--- config.mk ---
export PLATFORM = sky130hd
export DESIGN_NAME = line_crossing_people_counter
export DESIGN_NICKNAME = d
export VERILOG_FILES = /design/src/lcpc_pkg.sv /design/src/line_crossing_people_counter.sv
export VERILOG_INCLUDE_DIRS = /design/src /design/src/src
export SDC_FILE = /design/constraint.sdc
export NUM_CORES = 2
export LEC_CHECK = 0
export ABC_CLOCK_PERIOD_IN_PS = 25200
export BUFFER_PORTS_ARGS = -buffer_cell sky130_fd_sc_hd__buf_4
export CORE_MARGIN = 2
export CORE_UTILIZATION = 45
export CTS_BUF_LIST = sky130_fd_sc_hd__clkbuf_16
export DETAILED_ROUTE_END_ITERATION = 10
export MAX_ROUTING_LAYER = met4
export PLACE_DENSITY = 0.69
export REMOVE_ABC_BUFFERS = 1
export SYNTH_ARGS = -nofsm -noshare
export SYNTH_HDL_FRONTEND = slang
export SYNTH_MEMORY_MAX_BITS = 65536
export SYNTH_SLANG_ARGS = --single-unit
export TNS_END_PERCENT = 1
--- constraint.sdc ---
create_clock -name clk -period 25.2 [get_ports clk]
set_clock_uncertainty 0.1 [all_clocks]
set_input_delay 2.52 -clock clk [delete_from_list [all_inputs] [get_ports clk]]
set_output_delay 2.52 -clock clk [all_outputs]
set_load 0.05 [all_outputs]
--- src/line_crossing_people_counter_macros.svh ---
// Assertion macros shared by the line crossing people counter RTL.
`ifndef LINE_CROSSING_PEOPLE_COUNTER_MACROS_SVH
`define LINE_CROSSING_PEOPLE_COUNTER_MACROS_SVH

// Check a property on every rising clock edge outside reset.
`define LCPC_ASSERT(lbl, prop, msg) \
    lbl: assert property (@(posedge clk) disable iff (!rst_n) (prop)) else $error(msg);

// Check that a condition is followed by another in the next cycle.
`define LCPC_ASSERT_NEXT(lbl, ante, cons, msg) \
    lbl: assert property (@(posedge clk) disable iff (!rst_n) (ante) |=> (cons)) else $error(msg);

`endif

--- src/lcpc_pkg.sv ---
// Types and constants of the line crossing people counter.
`timescale 1ns / 1ps

package lcpc_pkg;

    localparam int NUM_SLOTS = 64;
    localparam int SLOT_W    = $clog2(NUM_SLOTS);
    localparam int HIST_DEPTH = 3;

    localparam int CFG_IDX_W  = 3;
    localparam int CFG_DATA_W = 16;

    // Configuration register indexes
    localparam logic [CFG_IDX_W-1:0] REG_LINE_POSITION    = 3'd0;
    localparam logic [CFG_IDX_W-1:0] REG_POSITIVE_IS_EXIT = 3'd1;
    localparam logic [CFG_IDX_W-1:0] REG_DEADZONE         = 3'd2;
    localparam logic [CFG_IDX_W-1:0] REG_MIN_TRAVEL       = 3'd3;
    localparam logic [CFG_IDX_W-1:0] REG_COOLDOWN_LENGTH  = 3'd4;

    // Configuration reset values
    localparam logic signed [15:0] LINE_POSITION_RST    = -16'sd200;
    localparam logic                POSITIVE_IS_EXIT_RST = 1'b1;
    localparam logic [14:0]         DEADZONE_RST         = 15'd30;
    localparam logic [15:0]         MIN_TRAVEL_RST       = 16'd120;
    localparam logic [3:0]          COOLDOWN_LENGTH_RST  = 4'd4;

    localparam logic [15:0] CNT_MAX = 16'hFFFF;

    typedef enum logic [1:0] {
        SIDE_NONE = 2'd0,
        SIDE_NEG  = 2'd1,
        SIDE_POS  = 2'd2,
        SIDE_MID  = 2'd3
    } side_t;

    typedef enum logic [1:0] {
        EV_NONE = 2'd0,
        EV_IN   = 2'd1,
        EV_OUT  = 2'd2
    } event_t;

    typedef struct packed {
        logic [5:0]         track_slot;
        logic               new_track;
        logic signed [15:0] coordinate;
    } in_word_t;

    typedef struct packed {
        logic [1:0]         crossing_event;
        logic signed [15:0] smoothed_coordinate;
        logic [15:0]        in_total;
        logic [15:0]        out_total;
        logic [15:0]        occupancy;
    } out_word_t;

    // Per-slot tracking state
    typedef struct packed {
        logic signed [15:0] hist2;
        logic signed [15:0] hist1;
        logic signed [15:0] hist0;
        logic [1:0]         fill;
        side_t              side;
        logic signed [15:0] arm_pos;
        logic [3:0]         cooldown;
    } slot_state_t;

endpackage

--- src/line_crossing_people_counter.sv ---
// Line crossing people counter: per-slot median, side tracking and totals.
//
// Usage:
//   Input channel (in_valid / in_stall / in_data) takes one observation word:
//   slot number, new-track flag and axis coordinate. Output channel
//   (out_valid / out_stall / out_data) returns exactly one result word per
//   observation: crossing event, smoothed coordinate and the three totals.
//   Configuration is written through cfg_write / cfg_index / cfg_data while
//   the block is idle; indexes past the register list are ignored.
// Flow: slot state is read from the state memory at the accepting edge,
//   and the decided word is registered into the output register when the
//   decide stage advances.
// Throughput: one observation per cycle unless stalled; a read-modify-write
//   hitting the slot written in the same cycle takes the forwarded state.
// Reset: configuration returns to its defaults, totals clear, and every slot
//   reads as cleared through per-slot valid bits, so no clearing pass runs.
// Stall: while out_stall holds a waiting result word, the decide stage keeps
//   one more observation; in_stall then rises until the output word is taken.
`timescale 1ns / 1ps

`include "line_crossing_people_counter_macros.svh"

module line_crossing_people_counter
    import lcpc_pkg::*;
(
    input  logic                  clk,
    input  logic                  rst_n,
    input  logic                  cfg_write,
    input  logic [CFG_IDX_W-1:0]  cfg_index,
    input  logic [CFG_DATA_W-1:0] cfg_data,
    input  logic                  in_valid,
    output logic                  in_stall,
    input  in_word_t              in_data,
    output logic                  out_valid,
    input  logic                  out_stall,
    output out_word_t             out_data
);

    // Configuration registers
    logic signed [15:0] line_position_reg;
    logic               positive_is_exit_reg;
    logic [14:0]        deadzone_reg;
    logic [15:0]        min_travel_reg;
    logic [3:0]         cooldown_length_reg;

    // Slot state memory and valid bits
    slot_state_t        state_mem [NUM_SLOTS];
    logic [NUM_SLOTS-1:0] slot_valid_reg;

    // Decide stage
    logic               s1_valid_reg;
    in_word_t           s1_item_reg;
    slot_state_t        rd_state_reg;
    logic               rd_valid_reg;
    logic               fwd_hit_reg;
    slot_state_t        wb_state_reg;

    // Totals
    logic [15:0]        in_cnt_reg;
    logic [15:0]        out_cnt_reg;
    logic [15:0]        occ_cnt_reg;
    logic [15:0]        in_cnt_next;
    logic [15:0]        out_cnt_next;
    logic [15:0]        occ_cnt_next;

    // Output register
    logic               out_valid_reg;
    out_word_t          out_data_reg;

    logic               in_accept;
    logic               s1_adv;
    logic [SLOT_W-1:0]  in_slot;
    logic [SLOT_W-1:0]  s1_slot;
    slot_state_t        st_next;
    out_word_t          result;

    assign in_slot   = in_data.track_slot[SLOT_W-1:0];
    assign s1_slot   = s1_item_reg.track_slot[SLOT_W-1:0];
    assign s1_adv    = s1_valid_reg && (!out_valid_reg || !out_stall);
    assign in_stall  = s1_valid_reg && !s1_adv;
    assign in_accept = in_valid && !in_stall;
    assign out_valid = out_valid_reg;
    assign out_data  = out_data_reg;

    // Write configuration registers
    always_ff @(posedge clk or negedge rst_n)
    begin
        if (!rst_n)
        begin
            line_position_reg    <= LINE_POSITION_RST;
            positive_is_exit_reg <= POSITIVE_IS_EXIT_RST;
            deadzone_reg         <= DEADZONE_RST;
            min_travel_reg       <= MIN_TRAVEL_RST;
            cooldown_length_reg  <= COOLDOWN_LENGTH_RST;
        end
        else if (cfg_write)
        begin
            case (cfg_index)
                REG_LINE_POSITION:    line_position_reg    <= cfg_data;
                REG_POSITIVE_IS_EXIT: positive_is_exit_reg <= cfg_data[0];
                REG_DEADZONE:         deadzone_reg         <= cfg_data[14:0];
                REG_MIN_TRAVEL:       min_travel_reg       <= cfg_data;
                REG_COOLDOWN_LENGTH:  cooldown_length_reg  <= cfg_data[3:0];
                default:              ;
            endcase
        end
    end

    // State memory: write back the decided slot, read the incoming slot
    always_ff @(posedge clk)
    begin
        if (s1_adv)
        begin
            state_mem[s1_slot] <= st_next;
        end
        if (in_accept)
        begin
            rd_state_reg <= state_mem[in_slot];
        end
    end

    // Mark written slots valid
    always_ff @(posedge clk or negedge rst_n)
    begin
        if (!rst_n)
        begin
            slot_valid_reg <= '0;
        end
        else if (s1_adv)
        begin
            slot_valid_reg[s1_slot] <= 1'b1;
        end
    end

    // Load the decide stage and capture forwarding from the same-edge write
    always_ff @(posedge clk or negedge rst_n)
    begin
        if (!rst_n)
        begin
            s1_valid_reg <= 1'b0;
            rd_valid_reg <= 1'b0;
            fwd_hit_reg  <= 1'b0;
        end
        else
        begin
            if (in_accept)
            begin
                s1_valid_reg <= 1'b1;
                rd_valid_reg <= slot_valid_reg[in_slot];
                fwd_hit_reg  <= s1_adv && (s1_slot == in_slot);
            end
            else if (s1_adv)
            begin
                s1_valid_reg <= 1'b0;
            end
        end
    end

    // Hold the stage payload and the last written state
    always_ff @(posedge clk)
    begin
        if (in_accept)
        begin
            s1_item_reg <= in_data;
        end
        if (s1_adv)
        begin
            wb_state_reg <= st_next;
        end
    end

    // Decide one observation
    always_comb
    begin
        slot_state_t        cur;
        logic signed [15:0] coord;
        logic signed [15:0] lo01;
        logic signed [15:0] hi01;
        logic signed [15:0] med;
        logic signed [16:0] line_lo;
        logic signed [16:0] line_hi;
        logic signed [16:0] med_x;
        logic signed [16:0] arm_delta;
        logic [16:0]        travel;
        side_t              sd;
        logic               is_out;
        logic [1:0]         ev;

        if (fwd_hit_reg)
        begin
            cur = wb_state_reg;
        end
        else if (rd_valid_reg)
        begin
            cur = rd_state_reg;
        end
        else
        begin
            cur = '0;
        end
        if (s1_item_reg.new_track)
        begin
            cur = '0;
        end

        st_next = cur;
        coord   = s1_item_reg.coordinate;

        // Push the coordinate, drop the oldest once full
        case (cur.fill)
            2'd0:
            begin
                st_next.hist0 = coord;
                st_next.fill  = 2'd1;
            end
            2'd1:
            begin
                st_next.hist1 = coord;
                st_next.fill  = 2'd2;
            end
            2'd2:
            begin
                st_next.hist2 = coord;
                st_next.fill  = 2'd3;
            end
            default:
            begin
                st_next.hist0 = cur.hist1;
                st_next.hist1 = cur.hist2;
                st_next.hist2 = coord;
            end
        endcase

        // Median of what is held; upper value of two
        lo01 = (st_next.hist0 < st_next.hist1) ? st_next.hist0 : st_next.hist1;
        hi01 = (st_next.hist0 < st_next.hist1) ? st_next.hist1 : st_next.hist0;
        if (st_next.fill == 2'd1)
        begin
            med = st_next.hist0;
        end
        else if (st_next.fill == 2'd2)
        begin
            med = hi01;
        end
        else if (st_next.hist2 <= lo01)
        begin
            med = lo01;
        end
        else if (st_next.hist2 >= hi01)
        begin
            med = hi01;
        end
        else
        begin
            med = st_next.hist2;
        end

        // Count down the cooldown
        if (cur.cooldown != 4'd0)
        begin
            st_next.cooldown = cur.cooldown - 4'd1;
        end

        // Classify against the line and its neutral band
        line_lo = 17'(line_position_reg) - $signed({2'b00, deadzone_reg});
        line_hi = 17'(line_position_reg) + $signed({2'b00, deadzone_reg});
        med_x   = 17'(med);
        if (med_x <= line_lo)
        begin
            sd = SIDE_NEG;
        end
        else if (med_x >= line_hi)
        begin
            sd = SIDE_POS;
        end
        else
        begin
            sd = SIDE_MID;
        end

        arm_delta = med_x - 17'(cur.arm_pos);
        travel    = arm_delta[16] ? 17'(-arm_delta) : 17'(arm_delta);
        is_out    = (sd == SIDE_POS) ? positive_is_exit_reg : !positive_is_exit_reg;

        ev           = EV_NONE;
        in_cnt_next  = in_cnt_reg;
        out_cnt_next = out_cnt_reg;
        occ_cnt_next = occ_cnt_reg;

        // Arm, follow or count
        if (cur.side == SIDE_NONE)
        begin
            if (sd != SIDE_MID)
            begin
                st_next.side    = sd;
                st_next.arm_pos = med;
            end
        end
        else if (sd != SIDE_MID && sd != cur.side)
        begin
            if (travel >= {1'b0, min_travel_reg} && st_next.cooldown == 4'd0)
            begin
                if (is_out)
                begin
                    ev = EV_OUT;
                    if (out_cnt_reg != CNT_MAX)
                    begin
                        out_cnt_next = out_cnt_reg + 16'd1;
                    end
                    if (occ_cnt_reg != 16'd0)
                    begin
                        occ_cnt_next = occ_cnt_reg - 16'd1;
                    end
                end
                else
                begin
                    ev = EV_IN;
                    if (in_cnt_reg != CNT_MAX)
                    begin
                        in_cnt_next = in_cnt_reg + 16'd1;
                    end
                    if (occ_cnt_reg != CNT_MAX)
                    begin
                        occ_cnt_next = occ_cnt_reg + 16'd1;
                    end
                end
                st_next.cooldown = cooldown_length_reg;
                st_next.side     = sd;
                st_next.arm_pos  = med;
            end
        end
        else if (sd == cur.side)
        begin
            st_next.arm_pos = med;
        end

        result.crossing_event      = ev;
        result.smoothed_coordinate = med;
        result.in_total            = in_cnt_next;
        result.out_total           = out_cnt_next;
        result.occupancy           = occ_cnt_next;
    end

    // Advance totals
    always_ff @(posedge clk or negedge rst_n)
    begin
        if (!rst_n)
        begin
            in_cnt_reg  <= '0;
            out_cnt_reg <= '0;
            occ_cnt_reg <= '0;
        end
        else if (s1_adv)
        begin
            in_cnt_reg  <= in_cnt_next;
            out_cnt_reg <= out_cnt_next;
            occ_cnt_reg <= occ_cnt_next;
        end
    end

    // Output word register
    always_ff @(posedge clk or negedge rst_n)
    begin
        if (!rst_n)
        begin
            out_valid_reg <= 1'b0;
        end
        else if (s1_adv)
        begin
            out_valid_reg <= 1'b1;
        end
        else if (!out_stall)
        begin
            out_valid_reg <= 1'b0;
        end
    end

    always_ff @(posedge clk)
    begin
        if (s1_adv)
        begin
            out_data_reg <= result;
        end
    end

    // Checks
    `LCPC_ASSERT(a_event_code, out_valid_reg |-> (out_data_reg.crossing_event == EV_NONE || out_data_reg.crossing_event == EV_IN || out_data_reg.crossing_event == EV_OUT), "bad crossing event code")
    `LCPC_ASSERT_NEXT(a_accept_loads, in_accept, s1_valid_reg, "accepted word not in decide stage")
    `LCPC_ASSERT(a_blocked_stalls, (s1_valid_reg && out_valid_reg && out_stall) |-> in_stall, "input taken while decide stage blocked")
    `LCPC_ASSERT_NEXT(a_adv_gives_out, s1_adv, out_valid_reg, "decided word not presented")

endmodule

After elaboration in Yosys (flattened, before gate mapping)

Memory sizes are Yosys's and may differ from the RTL's. A register that Yosys moved wholly into a read port is not among the register bits.
Cells that the tools add are included.

Add/sub/neg operators: 9
$lt $le $gt $ge: 9
Eq/ne operators: 17
Multiplexer cells: 53
Bitwise operators: 3
Reduce and logical (&&, ||, !) cells: 29

Operators with widths:

| kind                                                | number |
|---|---|
| two-way mux 16 bit                                  | 25 |
| two-way mux 72 bit                                  | 3 |
| bitwise OR 64 bit                                   | 1 |
| case mux 16 bit (2 select lines)                    | 2 |
| adder 16 x 1 -> 16 bit (second input constant)      | 3 |
| inequality test 16 bit (second input constant)      | 3 |
| two-way mux 18 bit                                  | 2 |
| subtractor 16 x 16 -> 17 bit                        | 2 |
| two-way mux 22 bit                                  | 1 |
| adder 16 x 16 -> 17 bit                             | 1 |
| greater-or-equal comparator 16 x 17 -> 1 bit        | 1 |
| greater-or-equal comparator 17 x 16 -> 1 bit        | 1 |
| <= comparator 16 x 17 -> 1 bit                      | 1 |
| two-way mux 17 bit                                  | 1 |
| negator 17 bit                                      | 1 |
| greater-or-equal comparator 16 bit                  | 1 |
| <= comparator 16 bit                                | 1 |
| < comparator 16 bit                                 | 1 |
| nonzero test 16 bit                                 | 1 |
| subtractor 16 x 1 -> 16 bit (second input constant) | 1 |
| < comparator 6 x 7 -> 1 bit (second input constant) | 2 |
| two-way mux 4 bit                                   | 3 |
| two-way mux 1 bit                                   | 10 |
| AND reduction 2 bit                                 | 5 |
| 27 further kinds                                    | 47 |

Register bits after elaboration: 329
Memory bits (writable): 4608
Input port bits: 47
Output and inout bits: 68
Memories: 1

Memories:

| name      | words | width | read ports | clocked after Yosys merged registers in | write ports | RTL line                           | RTL |
|---|---|---|---|---|---|---|---|
| state_mem | 64    | 72    | 1          | 1                                       | 1           | line_crossing_people_counter.sv:47 | `slot_state_t state_mem [NUM_SLOTS];` |

Logic depth before layout (Yosys ltp)

Word-level depth: 22
Mapped depth: 67

Least setup slack after synthesis

OpenSTA, ideal clock, no wires.

Path kind: register -> register
From: register rd_valid_reg
To: memory state_mem[0][0] in the netlist's numbering (data pin)
Setup time: 710 ps
Data arrival time: 16358 ps
Required time: 24390 ps
Path slack: 8032 ps
Stages on the path, launching flop included: 58
Path buffers: 14
Path through: dfrtp_1 > nor2b_1 > buf_2 > buf_1 > buf_1 > clkbuf_1 > nand2_1 > nand2_1 > nand2_1 > ha_1 > clkbuf_1 > buf_1 > a22oi_1 > o21ai_0 > inv_1 > ha_1 > nand4_1 > nor2_1 > [... 22 more ...] > o31a_1 > o41a_1 > o211a_1 > or3_1 > a21oi_1 > nand2b_1 > nor3_1 > a31oi_1 > xnor2_1 > ha_1 > o21ai_0 > a211oi_1 > o21ai_0 > nand2_1 > o211ai_2 > buf_2 > buf_2 > o21ai_0

RTL lines:

| item                   | RTL line                            | RTL |
|---|---|---|
| start, declared        | line_crossing_people_counter.sv:54  | `logic rd_valid_reg;` |
| start signal, assigned | line_crossing_people_counter.sv:149 | `rd_valid_reg <= slot_valid_reg[in_slot];` |
| end, declared          | line_crossing_people_counter.sv:47  |  |

==> flow_summary_export.csv <==
group,metric,value,unit
clocking,htree_levels,5,
finish,fin_nets,9445,
timing,rsz0062_at_grt,"false",
run_status,status,"finished clean",
place,hpwl,306000,um
yosys,synth_flop_cell,"edfxtp_1",
timing,worst_slew_pin_slew,1.36,ns
worst_setup_path,cp-startpoint,"fwd_hit_reg",
power_and_ir_drop,power.density,95.0,mW/mm2
worst_setup_path,worstSetupPathType,"reg -> reg",
global_routing,grt_pass1_wl,787000,um
place,place_area,0.208,mm2
global_routing,grt_start_max_net_pins,139,
timing,hold_viol_final,0,
worst_setup_path,cp.arrival,17.12,ns
worst_setup_path,setup.worst_path.end,"state_mem[17][8]",
clocking,clock_sinks,5009,
floorplan,die_height,667,um
yosys,ys_async_sr_fraction,0.0335,
route,first_iter_violations,17500,
finish,largest_reg_flops,4608,
worst_setup_path,path_max_fanout,70,
timing,finalSetupViolations,0,
place,io_buffer_count,114,
route,vias,101000,
finish,register_area,0.150,mm2
worst_setup_path,r2r-end,"state_mem[17][8]",
timing,report.final.slew_viol_count,0,
clocking,clkLatencyLatePin,1.03,ns
power_and_ir_drop,swShare,0.270,
worst_setup_path,max_stage_delay,1.09,ns
route,wl_per_cell,37.2,um
worst_setup_path,cpMaxStageDelayCell,"mux2_2",
yosys,ys_ff_latch,5009,
floorplan,rows,243,
clocking,cts_tree,"done",
yosys,yosysTopAreaCell,"edfxtp_1",
timing,fmax,60.1,MHz
place,gp_congestion,0.914,
finish,nFillCells,33300,
yosys,yosys_warnings,0,
power_and_ir_drop,combPwrFrac,0.165,
worst_setup_path,required,25.69,ns
finish,design_area,0.223,mm2
yosys,synth_area_leaders,"edfxtp_1 73%, mux4_2 17%, dfrtp_1 1.9%, ha_1 0.97%, clkbuf_1 0.57%",
worst_setup_path,rr_worst_depth,48,
floorplan,io_pins,115,
hold_path,min_path_type,"reg -> reg",
yosys,avgSynthCellArea,22.6,um2
clocking,numCtsBuffers,473,
clocking,cts_resized,0,
power_and_ir_drop,pwr-share-seq,0.503,
clocking,clkTransAtPathRegs,0.06,ns
finish,layout-drive-gt1-share,0.310,
timing,fin_crit,16.63,ns
yosys,synth_top_cell_area_share,0.735,
clocking,post_cts_buffers,0,
route,vias_per_cell,6.53,
floorplan,dieArea,0.445,mm2
power_and_ir_drop,p_total,21200,uW
worst_setup_path,reg2reg_slack,8.57,ns
place,dp_slack,8.91,ns
yosys,seq_area_frac_synth,0.756,
yosys,synth_edf_count,4841,
power_and_ir_drop,vdd_ir_drop_max,0.000155,V
global_routing,grt_overflow_total,0,
clocking,cts_root_buf,"clkbuf_16",
power_and_ir_drop,power.leakage,0.0719,uW
route,drt-total-wl,573000,um
floorplan,coreArea,0.438,mm2
timing,period_share,0.660,
worst_setup_path,cp-start-kind,"register",
timing,finalWorstSetupSlack,8.57,ns
power_and_ir_drop,internal-power,15500,uW
hold_path,min_from,"slot_valid_reg[39]",
timing,tns,0,ns
floorplan,initial_core_util,0.452,
global_routing,grt_pass1_vias,97900,
route,dr.pass1.iters,8,
clocking,clk_path_buf_depth,4,
finish,area_delta_synth_final,12.8,%
global_routing,groute.usage.overall,0.262,
worst_setup_path,worst_setup_path_end_kind,"register",
yosys,synth_cells,8759,
power_and_ir_drop,clockPowerShare,0.331,
finish,multi_input_area,0.0470,mm2
yosys,netlist_area,0.198,mm2
floorplan,die_x,667,um
route,drt_drc_violations_left,0,
route,detail-route-antenna-nets,0,
power_and_ir_drop,switching_power,5730,uW
yosys,yosysUniqueCellTypes,89,
global_routing,antenna_found_initial,42,
flow_run,maxCapViolCount,0,
timing,fin_hold_ws,0.360,ns
clocking,cts_hold_buffers,0,
worst_setup_path,critical_path.reg2reg.startpoint,"fwd_hit_reg",
timing,timing.slew.headroom,0.0923,
## final cells by class
type                    instances  share of cell area
inverters                     133             0.00229
well taps                    5757              0.0323
multi-input cells            3177               0.210
flip-flops and latches       5009               0.670
clock buffers                 477              0.0535
clock inverters               395              0.0152
repair buffers                448              0.0162
diodes                         14            0.000157
## routing by layer
metal  track usage  routed length [um]  vias up
met3        0.0568               73300     1113
met2         0.394              266000     7466
li1              -                   -    38200
met5             -                   0        -
met4        0.0842               22300        0
met1         0.360              212000    53900
## power groups by stage
stage | sequential (uW) | combinational [uW] | clock, uW
floorplan | 10900 | 2040 | 0
global placement | 10800 | 3310 | 0
detailed placement | 10800 | 3440 | 0
CTS | 10700 | 3450 | 7100
global route | 10700 | 3780 | 7410
finish | 10700 | 3510 | 7030
## synth_stat cells (72+ instances only)
master and instances:
nand2_1 156, buf_1 117, ha_1 153, clkbuf_1 301
mux4_2 1533, or2_2 74, mux2_2 87, inv_1 133
edfxtp_1 4841, dfrtp_1 147, xnor2_1 72, a21oi_1 124
nor2_1 187, nand3_1 75
## logic make-up after synthesis
kind of cell    share of synthesized area
flops                               0.756
mux                                 0.181
simple gates                       0.0192
buf+inv                            0.0111
compound gates                     0.0170
fa+ha+maj                          0.0100
xor+xnor                          0.00531
## cell usage in the layout, fill, tap and decap left out, types with 101 or more instances in the layout
cell	n
clkinv_1	108
clkbuf_16	477
nor2_1	121
edfxtp_1	4841
clkinv_2	101
a21oi_1	123
dfrtp_1	146
inv_1	221
buf_4	426
nand2_1	156
mux4_2	1533
ha_1	152
## metrics by stage
stage | instances | util
3_3_place_gp | 14500 | 0.475
6_report | 15400 | 0.510
2_1_floorplan | 8319 | -
4_1_cts | 15400 | 0.510
5_1_grt | 15400 | 0.510
3_5_place_dp | 14500 | 0.475
## critical path, delay by kind of cell (launching register included)
family | cells | cell delay, ns
adder cells (fa/ha/maj) | 5 | 2.18
XOR/XNOR | 1 | 0.10
multiplexers | 3 | 1.67
AND/OR/NAND/NOR | 11 | 2.90
buffers and inverters | 7 | 2.48
AO/OA/AOI/OAI | 21 | 5.89
flip-flops | 1 | 0.73
## worst min path at each step
stage | slack [ns] | cells after the start | end
5_1_grt | 0.37 | 1 | slot_valid_reg[39]
2_1_floorplan | 0.33 | 1 | slot_valid_reg[10]
3_5_place_dp | 0.35 | 1 | slot_valid_reg[39]
3_3_place_gp | 0.35 | 1 | slot_valid_reg[11]
4_1_cts | 0.36 | 1 | slot_valid_reg[39]
6_report | 0.36 | 1 | slot_valid_reg[39]
No activity file was read; power rests on OpenSTA's default activity.
